$ cat config.mk
export PLATFORM = sky130hd
export DESIGN_NAME = sha1_byte_stream_hasher_top
export DESIGN_NICKNAME = d
export VERILOG_FILES = /design/src/rtl/sha1bs_pkg.sv /design/src/rtl/sha1bs_front.sv /design/src/rtl/sha1bs_core.sv /design/src/rtl/sha1_byte_stream_hasher_top.sv
export VERILOG_INCLUDE_DIRS = /design/src /design/src/rtl
export SDC_FILE = /design/constraint.sdc
export NUM_CORES = 2
export LEC_CHECK = 0
export BUFFER_PORTS_ARGS = -buffer_cell sky130_fd_sc_hd__buf_2
export CAP_MARGIN = 10
export CORE_UTILIZATION = 35
export CTS_CLUSTER_SIZE = 14
export DETAILED_ROUTE_END_ITERATION = 7
export GPL_ROUTABILITY_DRIVEN = 0
export GPL_TIMING_DRIVEN = 1
export SLEW_MARGIN = 10
export SYNTH_ARGS = -nofsm -noshare
export SYNTH_HDL_FRONTEND = slang
export SYNTH_SLANG_ARGS = --single-unit
$ cat constraint.sdc
create_clock -name aclk -period 19.8 [get_ports aclk]
set_input_delay 1.98 -clock aclk [delete_from_list [all_inputs] [get_ports aclk]]
set_output_delay 1.98 -clock aclk [all_outputs]
set_load 0.03 [all_outputs]
$ cat src/rtl/sha1_byte_stream_hasher_top_defines.svh
// Assertion macros shared by the hasher RTL.
`ifndef SHA1_BYTE_STREAM_HASHER_TOP_DEFINES_SVH
`define SHA1_BYTE_STREAM_HASHER_TOP_DEFINES_SVH

// Same-cycle implication, checked outside reset.
`define SHA1BS_ASSERT_IMP(lbl, ante, cons, msg) \
    lbl: assert property (@(posedge aclk) disable iff (!aresetn) (ante) |-> (cons)) \
        else $error(msg);

// Next-cycle implication, checked outside reset.
`define SHA1BS_ASSERT_NXT(lbl, ante, cons, msg) \
    lbl: assert property (@(posedge aclk) disable iff (!aresetn) (ante) |=> (cons)) \
        else $error(msg);

`endif

$ cat src/rtl/sha1bs_pkg.sv
`timescale 1ns / 1ps
`default_nettype none
package sha1bs_pkg;

    localparam int QDEPTH = 4;
    localparam int QAW    = $clog2(QDEPTH);
    localparam int QCW    = $clog2(QDEPTH + 1);

    localparam int DIGEST_WORDS = 5;
    localparam logic [2:0] LAST_IDX = 3'(DIGEST_WORDS - 1);

    localparam logic [5:0] LAST_POS = 6'd63;
    localparam logic [5:0] LEN_POS  = 6'd56;
    localparam logic [6:0] LAST_ROUND = 7'd79;

    localparam logic [7:0] PAD_BYTE = 8'h80;

    localparam logic [31:0] K0 = 32'h5A827999;
    localparam logic [31:0] K1 = 32'h6ED9EBA1;
    localparam logic [31:0] K2 = 32'h8F1BBCDC;
    localparam logic [31:0] K3 = 32'hCA62C1D6;

    localparam logic [31:0] H_INIT [DIGEST_WORDS] = '{
        32'h67452301, 32'hEFCDAB89, 32'h98BADCFE, 32'h10325476, 32'hC3D2E1F0
    };

    // queued item passed from front to back end
    typedef struct packed {
        logic [7:0] data;
        logic       fin;
        logic       has_byte;
    } item_t;

    typedef enum logic [4:0] {
        ST_IDLE  = 5'b00001,
        ST_PAD   = 5'b00010,
        ST_ROUND = 5'b00100,
        ST_ADDC  = 5'b01000,
        ST_OUT   = 5'b10000
    } core_state_t;

    function automatic logic [31:0] rotl1(input logic [31:0] x);
        return {x[30:0], x[31]};
    endfunction

    function automatic logic [31:0] rotl5(input logic [31:0] x);
        return {x[26:0], x[31:27]};
    endfunction

    function automatic logic [31:0] rotl30(input logic [31:0] x);
        return {x[1:0], x[31:2]};
    endfunction

    function automatic logic [31:0] round_f(input logic [6:0] t,
                                            input logic [31:0] b,
                                            input logic [31:0] c,
                                            input logic [31:0] d);
        logic [31:0] r;
        if (t < 7'd20) begin
            r = (b & c) | (~b & d);
        end else if (t < 7'd40) begin
            r = b ^ c ^ d;
        end else if (t < 7'd60) begin
            r = (b & c) | (b & d) | (c & d);
        end else begin
            r = b ^ c ^ d;
        end
        return r;
    endfunction

    function automatic logic [31:0] round_k(input logic [6:0] t);
        logic [31:0] r;
        if (t < 7'd20) begin
            r = K0;
        end else if (t < 7'd40) begin
            r = K1;
        end else if (t < 7'd60) begin
            r = K2;
        end else begin
            r = K3;
        end
        return r;
    endfunction

endpackage
`default_nettype wire

$ cat src/rtl/sha1bs_front.sv
`timescale 1ns / 1ps
`default_nettype none
`include "sha1_byte_stream_hasher_top_defines.svh"
module sha1bs_front
    import sha1bs_pkg::*;
(
    input  wire logic       aclk,
    input  wire logic       aresetn,
    input  wire logic       s_valid,
    output logic            s_ready,
    input  wire logic [7:0] s_message_byte,
    input  wire logic       s_final_flag,
    input  wire logic       s_no_byte,
    output logic            q_valid,
    input  wire logic       q_ready,
    output item_t           q_item
);

    item_t           slot_reg [QDEPTH];
    logic [QAW-1:0]  wr_ptr_reg, wr_ptr_next;
    logic [QAW-1:0]  rd_ptr_reg, rd_ptr_next;
    logic [QCW-1:0]  count_reg, count_next;
    logic            accept, keep, push, pop;

    assign s_ready = (count_reg != QCW'(QDEPTH));
    assign accept  = s_valid && s_ready;
    // an item with no byte that does not end the message changes nothing: drop it
    assign keep    = !s_no_byte || s_final_flag;
    assign push    = accept && keep;
    assign q_valid = (count_reg != '0);
    assign pop     = q_valid && q_ready;
    assign q_item  = slot_reg[rd_ptr_reg];

    always_comb begin
        wr_ptr_next = push ? wr_ptr_reg + QAW'(1) : wr_ptr_reg;
        rd_ptr_next = pop  ? rd_ptr_reg + QAW'(1) : rd_ptr_reg;
        count_next  = count_reg;
        if (push && !pop) begin
            count_next = count_reg + QCW'(1);
        end else if (!push && pop) begin
            count_next = count_reg - QCW'(1);
        end
    end

    always_ff @(posedge aclk) begin
        if (!aresetn) begin
            wr_ptr_reg <= '0;
            rd_ptr_reg <= '0;
            count_reg  <= '0;
        end else begin
            wr_ptr_reg <= wr_ptr_next;
            rd_ptr_reg <= rd_ptr_next;
            count_reg  <= count_next;
        end
    end

    always_ff @(posedge aclk) begin
        if (push) begin
            slot_reg[wr_ptr_reg] <= '{data: s_message_byte, fin: s_final_flag,
                                      has_byte: !s_no_byte};
        end
    end

    `SHA1BS_ASSERT_IMP(a_count_bound, 1'b1, count_reg <= QCW'(QDEPTH), "queue overfilled")
    `SHA1BS_ASSERT_NXT(a_push_grows, push && !pop, count_reg == $past(count_reg) + QCW'(1), "push lost")
    `SHA1BS_ASSERT_NXT(a_pop_shrinks, pop && !push, count_reg == $past(count_reg) - QCW'(1), "pop lost")

endmodule
`default_nettype wire

$ cat src/rtl/sha1bs_core.sv
`timescale 1ns / 1ps
`default_nettype none
`include "sha1_byte_stream_hasher_top_defines.svh"
module sha1bs_core
    import sha1bs_pkg::*;
(
    input  wire logic        aclk,
    input  wire logic        aresetn,
    input  wire logic        q_valid,
    output logic             q_ready,
    input  wire item_t       q_item,
    output logic             m_valid,
    input  wire logic        m_ready,
    output logic [31:0]      m_digest_word,
    output logic [2:0]       m_word_index,
    output logic             m_last_word
);

    core_state_t  state_reg, state_next;
    logic [31:0]  chain_reg [DIGEST_WORDS];
    logic [31:0]  chain_next [DIGEST_WORDS];
    logic [31:0]  w_reg [16];
    logic [31:0]  w_next [16];
    logic [23:0]  acc_reg, acc_next;
    logic [31:0]  va_reg, vb_reg, vc_reg, vd_reg, ve_reg;
    logic [31:0]  va_next, vb_next, vc_next, vd_next, ve_next;
    logic [6:0]   round_reg, round_next;
    logic [5:0]   pos_reg, pos_next;
    logic [60:0]  count_reg, count_next;
    logic [63:0]  len_reg, len_next;
    logic [2:0]   idx_reg, idx_next;
    logic         fin_pend_reg, fin_pend_next;
    logic         sent80_reg, sent80_next;
    logic         len_phase_reg, len_phase_next;
    logic         len_done_reg, len_done_next;
    logic         place_en;
    logic [7:0]   place_byte;
    logic [31:0]  t_sum;
    logic         last_hs;

    assign q_ready       = (state_reg == ST_IDLE);
    assign m_valid       = (state_reg == ST_OUT);
    assign m_digest_word = chain_reg[idx_reg];
    assign m_word_index  = idx_reg;
    assign m_last_word   = (idx_reg == LAST_IDX);
    assign last_hs       = m_valid && m_ready && (idx_reg == LAST_IDX);

    assign t_sum = rotl5(va_reg) + round_f(round_reg, vb_reg, vc_reg, vd_reg)
                   + ve_reg + round_k(round_reg) + w_reg[0];

    always_comb begin
        state_next     = state_reg;
        chain_next     = chain_reg;
        w_next         = w_reg;
        acc_next       = acc_reg;
        va_next        = va_reg;
        vb_next        = vb_reg;
        vc_next        = vc_reg;
        vd_next        = vd_reg;
        ve_next        = ve_reg;
        round_next     = round_reg;
        pos_next       = pos_reg;
        count_next     = count_reg;
        len_next       = len_reg;
        idx_next       = idx_reg;
        fin_pend_next  = fin_pend_reg;
        sent80_next    = sent80_reg;
        len_phase_next = len_phase_reg;
        len_done_next  = len_done_reg;
        place_en       = 1'b0;
        place_byte     = 8'h00;

        unique case (state_reg)
            ST_IDLE: begin
                if (q_valid) begin
                    fin_pend_next = q_item.fin;
                    if (q_item.has_byte) begin
                        place_en   = 1'b1;
                        place_byte = q_item.data;
                        count_next = count_reg + 61'd1;
                        if (pos_reg == LAST_POS) begin
                            state_next = ST_ROUND;
                            round_next = '0;
                            va_next    = chain_reg[0];
                            vb_next    = chain_reg[1];
                            vc_next    = chain_reg[2];
                            vd_next    = chain_reg[3];
                            ve_next    = chain_reg[4];
                        end else if (q_item.fin) begin
                            state_next = ST_PAD;
                        end
                    end else begin
                        // only final items reach here without a byte
                        state_next = ST_PAD;
                    end
                end
            end
            ST_PAD: begin
                place_en = 1'b1;
                if (!sent80_reg) begin
                    place_byte  = PAD_BYTE;
                    sent80_next = 1'b1;
                    len_next    = {count_reg, 3'b000};
                    if (pos_reg < LEN_POS) begin
                        len_phase_next = 1'b1;
                    end
                end else if (len_phase_reg && pos_reg >= LEN_POS) begin
                    place_byte = len_reg[63:56];
                    len_next   = {len_reg[55:0], 8'h00};
                end
                if (pos_reg == LAST_POS) begin
                    state_next     = ST_ROUND;
                    round_next     = '0;
                    va_next        = chain_reg[0];
                    vb_next        = chain_reg[1];
                    vc_next        = chain_reg[2];
                    vd_next        = chain_reg[3];
                    ve_next        = chain_reg[4];
                    len_done_next  = len_phase_reg;
                    len_phase_next = 1'b1;
                end
            end
            ST_ROUND: begin
                va_next = t_sum;
                vb_next = va_reg;
                vc_next = rotl30(vb_reg);
                vd_next = vc_reg;
                ve_next = vd_reg;
                for (int i = 0; i < 15; i++) begin
                    w_next[i] = w_reg[i+1];
                end
                w_next[15] = rotl1(w_reg[13] ^ w_reg[8] ^ w_reg[2] ^ w_reg[0]);
                if (round_reg == LAST_ROUND) begin
                    state_next = ST_ADDC;
                end else begin
                    round_next = round_reg + 7'd1;
                end
            end
            ST_ADDC: begin
                chain_next[0] = chain_reg[0] + va_reg;
                chain_next[1] = chain_reg[1] + vb_reg;
                chain_next[2] = chain_reg[2] + vc_reg;
                chain_next[3] = chain_reg[3] + vd_reg;
                chain_next[4] = chain_reg[4] + ve_reg;
                idx_next      = '0;
                if (!fin_pend_reg) begin
                    state_next = ST_IDLE;
                end else if (len_done_reg) begin
                    state_next = ST_OUT;
                end else begin
                    state_next = ST_PAD;
                end
            end
            ST_OUT: begin
                if (m_ready) begin
                    if (idx_reg == LAST_IDX) begin
                        // digest gone: start the next message afresh
                        state_next     = ST_IDLE;
                        chain_next     = H_INIT;
                        count_next     = '0;
                        pos_next       = '0;
                        fin_pend_next  = 1'b0;
                        sent80_next    = 1'b0;
                        len_phase_next = 1'b0;
                        len_done_next  = 1'b0;
                    end else begin
                        idx_next = idx_reg + 3'd1;
                    end
                end
            end
            default: begin
                state_next = ST_IDLE;
            end
        endcase

        // byte packing: three bytes held, the fourth completes a word
        if (place_en) begin
            acc_next = {acc_reg[15:0], place_byte};
            pos_next = pos_reg + 6'd1;
            if (pos_reg[1:0] == 2'b11) begin
                for (int i = 0; i < 15; i++) begin
                    w_next[i] = w_reg[i+1];
                end
                w_next[15] = {acc_reg, place_byte};
            end
        end
    end

    always_ff @(posedge aclk) begin
        if (!aresetn) begin
            state_reg     <= ST_IDLE;
            chain_reg     <= H_INIT;
            pos_reg       <= '0;
            count_reg     <= '0;
            round_reg     <= '0;
            idx_reg       <= '0;
            fin_pend_reg  <= 1'b0;
            sent80_reg    <= 1'b0;
            len_phase_reg <= 1'b0;
            len_done_reg  <= 1'b0;
        end else begin
            state_reg     <= state_next;
            chain_reg     <= chain_next;
            pos_reg       <= pos_next;
            count_reg     <= count_next;
            round_reg     <= round_next;
            idx_reg       <= idx_next;
            fin_pend_reg  <= fin_pend_next;
            sent80_reg    <= sent80_next;
            len_phase_reg <= len_phase_next;
            len_done_reg  <= len_done_next;
        end
    end

    always_ff @(posedge aclk) begin
        w_reg   <= w_next;
        acc_reg <= acc_next;
        va_reg  <= va_next;
        vb_reg  <= vb_next;
        vc_reg  <= vc_next;
        vd_reg  <= vd_next;
        ve_reg  <= ve_next;
        len_reg <= len_next;
    end

    `SHA1BS_ASSERT_IMP(a_round_range, state_reg == ST_ROUND, round_reg <= LAST_ROUND, "round overrun")
    `SHA1BS_ASSERT_NXT(a_round_end, state_reg == ST_ROUND && round_reg == LAST_ROUND, state_reg == ST_ADDC, "missed chain add")
    `SHA1BS_ASSERT_NXT(a_restart, last_hs, state_reg == ST_IDLE && pos_reg == '0 && count_reg == '0, "no restart after digest")
    `SHA1BS_ASSERT_IMP(a_out_excl, q_ready, !m_valid, "pop during digest output")

endmodule
`default_nettype wire

$ cat src/rtl/sha1_byte_stream_hasher_top.sv
`timescale 1ns / 1ps
`default_nettype none
// SHA-1 hasher fed one message byte per item.
// Input channel s_*: s_message_byte, s_final_flag, s_no_byte under s_valid/s_ready.
//   An item with s_no_byte set and s_final_flag clear is taken and dropped.
//   s_final_flag ends the message; with s_no_byte set it ends it as it stands
//   (empty message, or one ending on a 64-byte boundary).
// Result channel m_*: five items per message, m_digest_word H0..H4 with
//   m_word_index 0..4, m_last_word on the fifth.
// A four-item queue sits in front of the hashing engine, so input is taken
// while the engine compresses or while a digest waits on m_ready.
// In the engine, every 64th byte is followed by 80 rounds at one per cycle
//   through the single round unit, then the chain add; the engine takes no
//   queued byte meanwhile.
// Final item: padding runs one byte a cycle to the block end, or over two
//   blocks when the length field does not fit, each padded block then taking
//   the rounds and the chain add; then one digest word per accepted cycle.
// Receiver stall: the digest words hold until taken; the engine waits and the
//   queue fills, then s_ready falls.
// Reset (aresetn low, synchronous) empties the queue, restores H0..H4 and
//   clears the byte count; no clearing pass is needed.
module sha1_byte_stream_hasher_top
    import sha1bs_pkg::*;
(
    input  wire logic        aclk,
    input  wire logic        aresetn,
    input  wire logic        s_valid,
    output logic             s_ready,
    input  wire logic [7:0]  s_message_byte,
    input  wire logic        s_final_flag,
    input  wire logic        s_no_byte,
    output logic             m_valid,
    input  wire logic        m_ready,
    output logic [31:0]      m_digest_word,
    output logic [2:0]       m_word_index,
    output logic             m_last_word
);

    // queue to engine
    logic  q_valid;
    logic  q_ready;
    item_t q_item;

    sha1bs_front u_front (
        .aclk           (aclk),
        .aresetn        (aresetn),
        .s_valid        (s_valid),
        .s_ready        (s_ready),
        .s_message_byte (s_message_byte),
        .s_final_flag   (s_final_flag),
        .s_no_byte      (s_no_byte),
        .q_valid        (q_valid),
        .q_ready        (q_ready),
        .q_item         (q_item)
    );

    sha1bs_core u_core (
        .aclk          (aclk),
        .aresetn       (aresetn),
        .q_valid       (q_valid),
        .q_ready       (q_ready),
        .q_item        (q_item),
        .m_valid       (m_valid),
        .m_ready       (m_ready),
        .m_digest_word (m_digest_word),
        .m_word_index  (m_word_index),
        .m_last_word   (m_last_word)
    );

endmodule
`default_nettype wire

* Word level (Yosys, flattened, before mapping) *
Memory sizes are Yosys's and may differ from the RTL's. A register that Yosys moved wholly into a read port is not among the register bits.
Index checks and enable logic that the tools add are counted.

cells by class
  $add $sub $neg = 17
  order comparisons = 6
  equality and inequality tests = 22
  multiplexer cells = 90
  bitwise operators = 14
  reductions and logical operators = 31

operators with widths
  cell                     number
  $mux W512                3
  $mux W32                 22
  $pmux W32 S3             5
  $mux W160                2
  $pmux W160 S2            1
  $add A32 B32 Y32         9
  $mux W61                 4
  $xor A32 B32 Y32         5
  $and A32 B32 Y32         4
  $mux W64                 2
  $pmux W61 S2             1
  $bmux W32 S3             1
  $or A32 B32 Y32          3
  $add A61 B1 Y61 const B  1
  $mux W5                  10
  $mux W8                  4
  $not A32 Y32             1
  $mux W31                 1
  $mux W7                  4
  $pmux W5 S5              1
  $mux W6                  4
  $pmux W7 S3              1
  $pmux W8 S2              1
  $reduce_and A3 Y1        5
  other kinds (39)         85

word-level totals
  bits in registers = 1,010
  RAM bits = 40
  input bits = 14
  output and inout bits = 38
  logic and storage cells = 221
  memories kept = 1

memories
  name              words  bits a word  rd ports  clocked after Yosys merged registers in  write ports  RTL line            text
  u_front.slot_reg  4      10           1         1                                        1            sha1bs_front.sv:19  item_t slot_reg [QDEPTH];

* Logic depth before layout (Yosys ltp) *
  word-level depth = 11
  gate-level depth with buffers = 26
  mapped depth without buffers = 25

* Hierarchy *
Synthesis repeated with hierarchy kept, for this count alone.

second synthesis, totals
  cells, all modules = 5,029
  area total of the unflattened synthesis = 52,688.0 µm²

by module, submodules not included
  module        instances  cells an instance  area each (µm²)
  sha1bs_core   1          4,926              50,743.7
  sha1bs_front  1          103                1,944.4

* Least setup slack after synthesis *
Ideal clock, no wire load.

  path type = reg-to-reg
  from = register u_core.state_reg[0]
  to = register u_core.va_reg[0], enable pin
  setup time = 0.747 ns
  data arrival time = 9.262 ns
  data required time = 19.053 ns
  path slack = 9.791 ns
  cell stages (with the launch flop) = 7
  cell sequence = dfxtp_1 -> nor2_1 -> nand4bb_1 -> clkbuf_1 -> clkbuf_1 -> clkbuf_1 -> a22oi_1

on the way
  longest elaborated chain between the ends = 3
  elaborated cells between the ends (all ways) = 7

RTL lines
  element                                                RTL line            text
  start, declared                                        sha1bs_core.sv:19   core_state_t state_reg, state_next;
  start signal, assigned                                 sha1bs_core.sv:202  state_reg <= state_next;
  $eq A5 B1 Y1 (tied with other cells)                   sha1bs_core.sv:73   unique case (state_reg)
  $ne A2 B1 Y1 (no source line) (tied with other cells)  --
  $reduce_and A3 Y1 (no source line) (*)                 --
  end signal, assigned                                   sha1bs_core.sv:218  va_reg <= va_next;
  end, declared                                          sha1bs_core.sv:25   logic [31:0] va_reg, vb_reg, vc_reg, vd_reg, ve_reg;

Every way passes the cells marked *; elsewhere a longest branch is shown, timed or not.
A chain may end at the register's enable or synchronous reset.

* Final worst setup path *
  from = register u_core.round_reg[3]
  to = register u_core.va_reg[29], data pin

on the way
  longest elaborated chain between the ends = 9
  elaborated cells between the ends (all ways) = 14

RTL lines
  element                             RTL line                            text
  start, declared                     sha1bs_core.sv:27                   logic [6:0] round_reg, round_next;
  start signal, assigned              sha1bs_core.sv:206                  round_reg <= round_next;
  $lt A7 B6 Y1                        sha1bs_pkg.sv:63, sha1bs_pkg.sv:77
  $mux W32                            sha1bs_pkg.sv:63                    end else if (t < 7'd60) begin
  $mux W32                            sha1bs_pkg.sv:61                    end else if (t < 7'd40) begin
  $mux W32                            sha1bs_pkg.sv:59                    if (t < 7'd20) begin
  $add A32 B32 Y32                    sha1bs_core.sv:48                   assign t_sum = rotl5(va_reg) + round_f(round_reg, vb_reg, vc_reg, vd_reg)
  $add A32 B32 Y32                    sha1bs_core.sv:49                   + ve_reg + round_k(round_reg) + w_reg[0];
  $add A32 B32 Y32 (*) (2 in series)  sha1bs_core.sv:49
  $pmux W32 S3 (*)                    sha1bs_core.sv:73
  via u_core.va_next[29]              sha1bs_core.sv:26                   logic [31:0] va_next, vb_next, vc_next, vd_next, ve_next;

Mark *: on every way through the listed nets, which the timed path passes. The rest lies on a longest branch.

==> impl.org <==
** Run status
- Outcome :: complete, no violations

** Timing
- Timing would allow up to between 150 and 200 MHz.
- Setup violations remaining at the end of the flow were counted as 0.
- Clock skew on the completed layout was measured at 0.03783 ns.
- Minimum clock period :: ~6.6 ns
- Minimum setup slack in the final design :: 13.15 ns
- RSZ-0062 raised after global routing :: false
- For the pin with the worst max-slew slack, the measured transition is between 1 and 1.5 ns.
- Period Utilization, post-route :: around 34%
- Setup_tns :: 0 ns
- The number of failing hold endpoints at the final stage came to 0.
- Slew Limit Headroom :: approximately 8.6%
- The number of max-slew violations in the final report came to 0.

** Critical path
- R2R Path Start :: u_core.round_reg[3]
- Worst endpoint required time :: 20.37 ns
- Crit Reg-Reg Endpoint :: u_core.va_reg[29]
- Kind of start point of the critical path :: flip-flop
- Critical Setup Path Class :: reg -> reg
- The worst register-to-register path has a depth of 26.
- Minimum setup slack among reg-to-reg paths :: ~13 ns
- Critical Path AT :: between 7 and 8 ns
- STA classifies the critical path endpoint as a flip-flop.
- Biggest fanout along the worst timing path :: 34

** Pwr
- Sequential cells account for 45.9% of the total power.
- The internal power of the cells totals 3832 µW.
- For this design the ratio of total power to cell area is between 80 and 90 nW/µm².
- Combinational logic is responsible for 13.2% of the overall power.
- Clock share of power :: 40.9%
- In this run the static leakage power is 0.02430 µW.
- P_sw :: about 1400 µW
- VDD IR-drop max :: 0.06827 mV
- Net switching is approximately a quarter of the power.

** Logic synthesis
- Part of the Yosys area used for sequential elements :: between 40% and 50%
- The cell area that synthesis handed to floorplanning was about 53000 µm².
- Synthesis produced a netlist whose cell count is roughly 5.1k.
- The netlist uses 87 different library cells.
- After synthesis the netlist holds a flip-flop and latch count of between 1k and 1.5k.
- Warnings from Yosys :: 0
- Post-synthesis area per instance :: between 10 and 15 µm²
- Yosys mapped a number of flops with a built-in enable equal to roughly 290.
- Number of nets produced by synthesis :: between 5k and 6k
- Ys flop type :: dfxtp_1
- Async S/R FF share, synth :: 0%

** Clock tree
- H-tree lvl count :: 3
- Clock tree synthesis inserted a total of 109 buffers.
- Post-CTS resize count :: 0
- Counting along the longest clock path gives a buffer depth of 3.
- The later pin in the worst-skew pair is clocked with a latency of between 0.7 and 0.8 ns.
- TritonCTS clock tree :: yes
- CTS Root Buffer Type :: clkbuf_16
- Hold_buf cts :: 0
- After clock tree synthesis, the clock-pin slew on the worst setup and hold paths is around 0.06 ns.
- CTS Sinks :: approximately 1.1k
- Once the clock tree was built, the setup fixing pass inserted 0 buffers.

** GRT
- Total congestion overflow :: 0
- Number of global-route vias before repair :: 36.13k
- Number of antenna violations at the first check in global routing :: 3
- The first global-routing pass estimated approximately 210 mm of wire.
- Entering global routing, the biggest net connects ~240 pins.
- Overall track demand over capacity in global routing :: roughly 18%

** Routing
- After detailed routing, the number of remaining DRC violations is 0.
- The routed design has roughly 140 mm of wire.
- Routed vias :: approximately 37k
- Post-detailed-route count of antenna-violating nets :: 0
- Using the TritonRoute via totals, the vias-per-cell ratio works out to 5.200.
- First-pass iteration count of the detailed router :: 5
- Starting DRC count in detailed routing :: roughly 3.1k
- Drt wl/cell :: about 19 µm

** Cells and area
- Signed area change from the synthesized netlist to the final layout :: 10.82%
- After filler insertion, the fill cell instance count of the layout stands at 14.57k.
- For this run, the post-layout net count is between 5k and 6k.
- Of the cells placed in the final design, the portion with a size suffix greater than 1 is roughly 14%.
- Register area :: roughly 24000 µm²
- Multi-input combinational cell area :: 26970 µm²
- The register with the most flip-flops in the layout has between 500 and 600 of them.
- Number of antenna repair diodes :: 0

** Place
- Count of input and output buffers :: 51
- Pre-CTS WS :: 13.27 ns
- HPWL after detailed placement :: around 94 mm

** Die
- The die is roughly 390 µm tall.
- Die area :: around 150000 µm²
- Floorplan Core Area :: 150100 µm²
- Number of cell rows :: ~140
- I/O pin total :: between 50 and 60
- The initial utilization of the core area, before any placement, comes to between 30% and 40%.
- Die width :: roughly 390 µm

** Worst hold path
- Along the worst hold path, the cell count comes to 2.
- The startpoint identified for the worst hold timing path is u_core.acc_reg[23].
- Worst-case hold path end point :: u_core.w_reg[31]
- The min-delay analysis places its worst path in the category reg -> reg.

** Flow run
- Max-cap violation count :: 0
[worst max-delay path by stage]
stage	start	to
floorplan	u_core.state_reg[0]	u_core.va_reg[0]
global placement	u_core.round_reg[4]	u_core.va_reg[28]
detailed placement	u_core.round_reg[4]	u_core.va_reg[29]
CTS	u_core.round_reg[4]	u_core.va_reg[29]
global route	u_core.round_reg[2]	u_core.va_reg[29]
finish	u_core.round_reg[3]	u_core.va_reg[29]
[power groups by stage]
| stage | Combinational, µW | Clock, µW | Sequential [µW] |
|---|---|---|---|
| 2_1_floorplan | 516 | 0 | 2410 |
| 3_3_place_gp | 678 | 0 | 2440 |
| 3_5_place_dp | 684 | 0 | 2440 |
| 4_1_cts | 691 | 2180 | 2400 |
| 5_1_grt | 761 | 2270 | 2410 |
| 6_report | 688 | 2130 | 2390 |
[worst max-delay path: stages, from the launching register on]
cell and delay (ns):
dfxtp_1 0.36, and3_1 0.21, a21oi_1 0.36, inv_1 0.27, nor2_1 0.23, inv_1 0.06
buf_4 0.26, o22ai_1 0.21, a21oi_1 0.08, fa_1 0.53, inv_1 0.05, fa_1 0.46
fa_1 0.53, inv_1 0.05, ha_1 0.18, inv_1 0.08, fa_1 0.23, nor2b_1 0.06
o21ai_0 0.21, a21oi_1 0.13, o41a_1 0.45, o211ai_1 0.51, o21ai_1 0.17, a41o_1 0.32
a211oi_1 0.25, a41oi_1 0.07, o22ai_1 0.16
[layout by cell type, fill, tap and decap left out, types with 15 or more instances in the layout]
master,count
mux2_1,144
nor3_1,56
o211ai_1,17
mux4_2,39
xor2_1,117
or3_1,35
a31oi_1,26
clkbuf_1,27
nor2b_1,35
a21oi_1,274
nand4_1,26
a22oi_1,17
nand2b_1,24
o22ai_1,51
nor2_1,295
ha_1,231
a21o_1,91
buf_2,51
fa_1,125
buf_4,31
and4_1,15
a211oi_1,25
edfxtp_1,285
inv_1,281
nand2_1,658
dfxtp_1,764
clkbuf_16,112
clkbuf_8,25
o21a_1,39
nand3_1,84
and3_1,42
o21ai_0,321
xnor2_1,184
mux2_2,365
[cells by family after synthesis]
group	synth area share, %
flip-flops	45.06
buffers and inverters	4.277
AO/OA/AOI/OAI	11.55
AND/OR/NAND/NOR	11.14
adder cells (fa/ha/maj)	10.16
XOR/XNOR	4.968
multiplexers	12.85
[final cells by class]
cell class              instances  share of cell area (%)
multi-input cells            3560                   45.86
repair buffers                 86                  0.9659
clock buffers                 164                   5.523
flip-flops and latches       1052                   40.67
well taps                    2016                   4.289
inverters                     284                   1.813
clock inverters                41                  0.8744
[routing by layer]
layer | track usage (%) | wire length (µm)
met1 | 23.33 | 60480
met2 | 28.78 | 63590
met3 | 3.086 | 8344
met4 | 6.809 | 4638
met5 | 0 | 0
[Yosys cell counts, types with 15 or more instances]
library cell  instances  share of area (%)
a211oi_1             25               0.35
a21o_1               91                1.3
a21oi_1             275                2.6
a22oi_1              18               0.25
a31oi_1              26               0.31
and2_1               15               0.18
and3_1               43               0.51
and4_1               15               0.25
buf_1                15               0.11
buf_6                48                1.0
clkbuf_1            157                1.1
dfxtp_1             767                 29
edfxtp_1            285                 16
fa_1                125                4.7
ha_1                231                5.4
inv_1               281                2.0
mux2_1              144                3.1
mux2_2              365                7.7
mux4_2               39                1.7
nand2_1             661                4.7
nand2b_1             24               0.28
nand3_1              85               0.80
nand4_1              26               0.31
nor2_1              299                2.1
nor2b_1              35               0.41
nor3_1               56               0.53
o211ai_1             17               0.24
o21a_1               39               0.55
o21ai_0             321                3.0
o22ai_1              51               0.60
or3_1                35               0.41
xnor2_1             184                3.0
xor2_1              117                1.9
[stage by stage]
| stage | util, % | instance area (µm²) | hold WS (ns) | total power [µW] | std cells |
|---|---|---|---|---|---|
| floorplan | - | 53070 | 0.4142 | 2927 | 5119 |
| global placement | 36.66 | 55050 | 0.4232 | 3118 | 6998 |
| finish | 39.17 | 58810 | 0.4297 | 5212 | 7203 |
| detailed placement | 36.66 | 55050 | 0.4340 | 3126 | 6998 |
| CTS | 39.17 | 58810 | 0.4353 | 5270 | 7203 |
| global route | 39.17 | 58810 | 0.4589 | 5438 | 7203 |
Power figures use the tool's default switching activity.
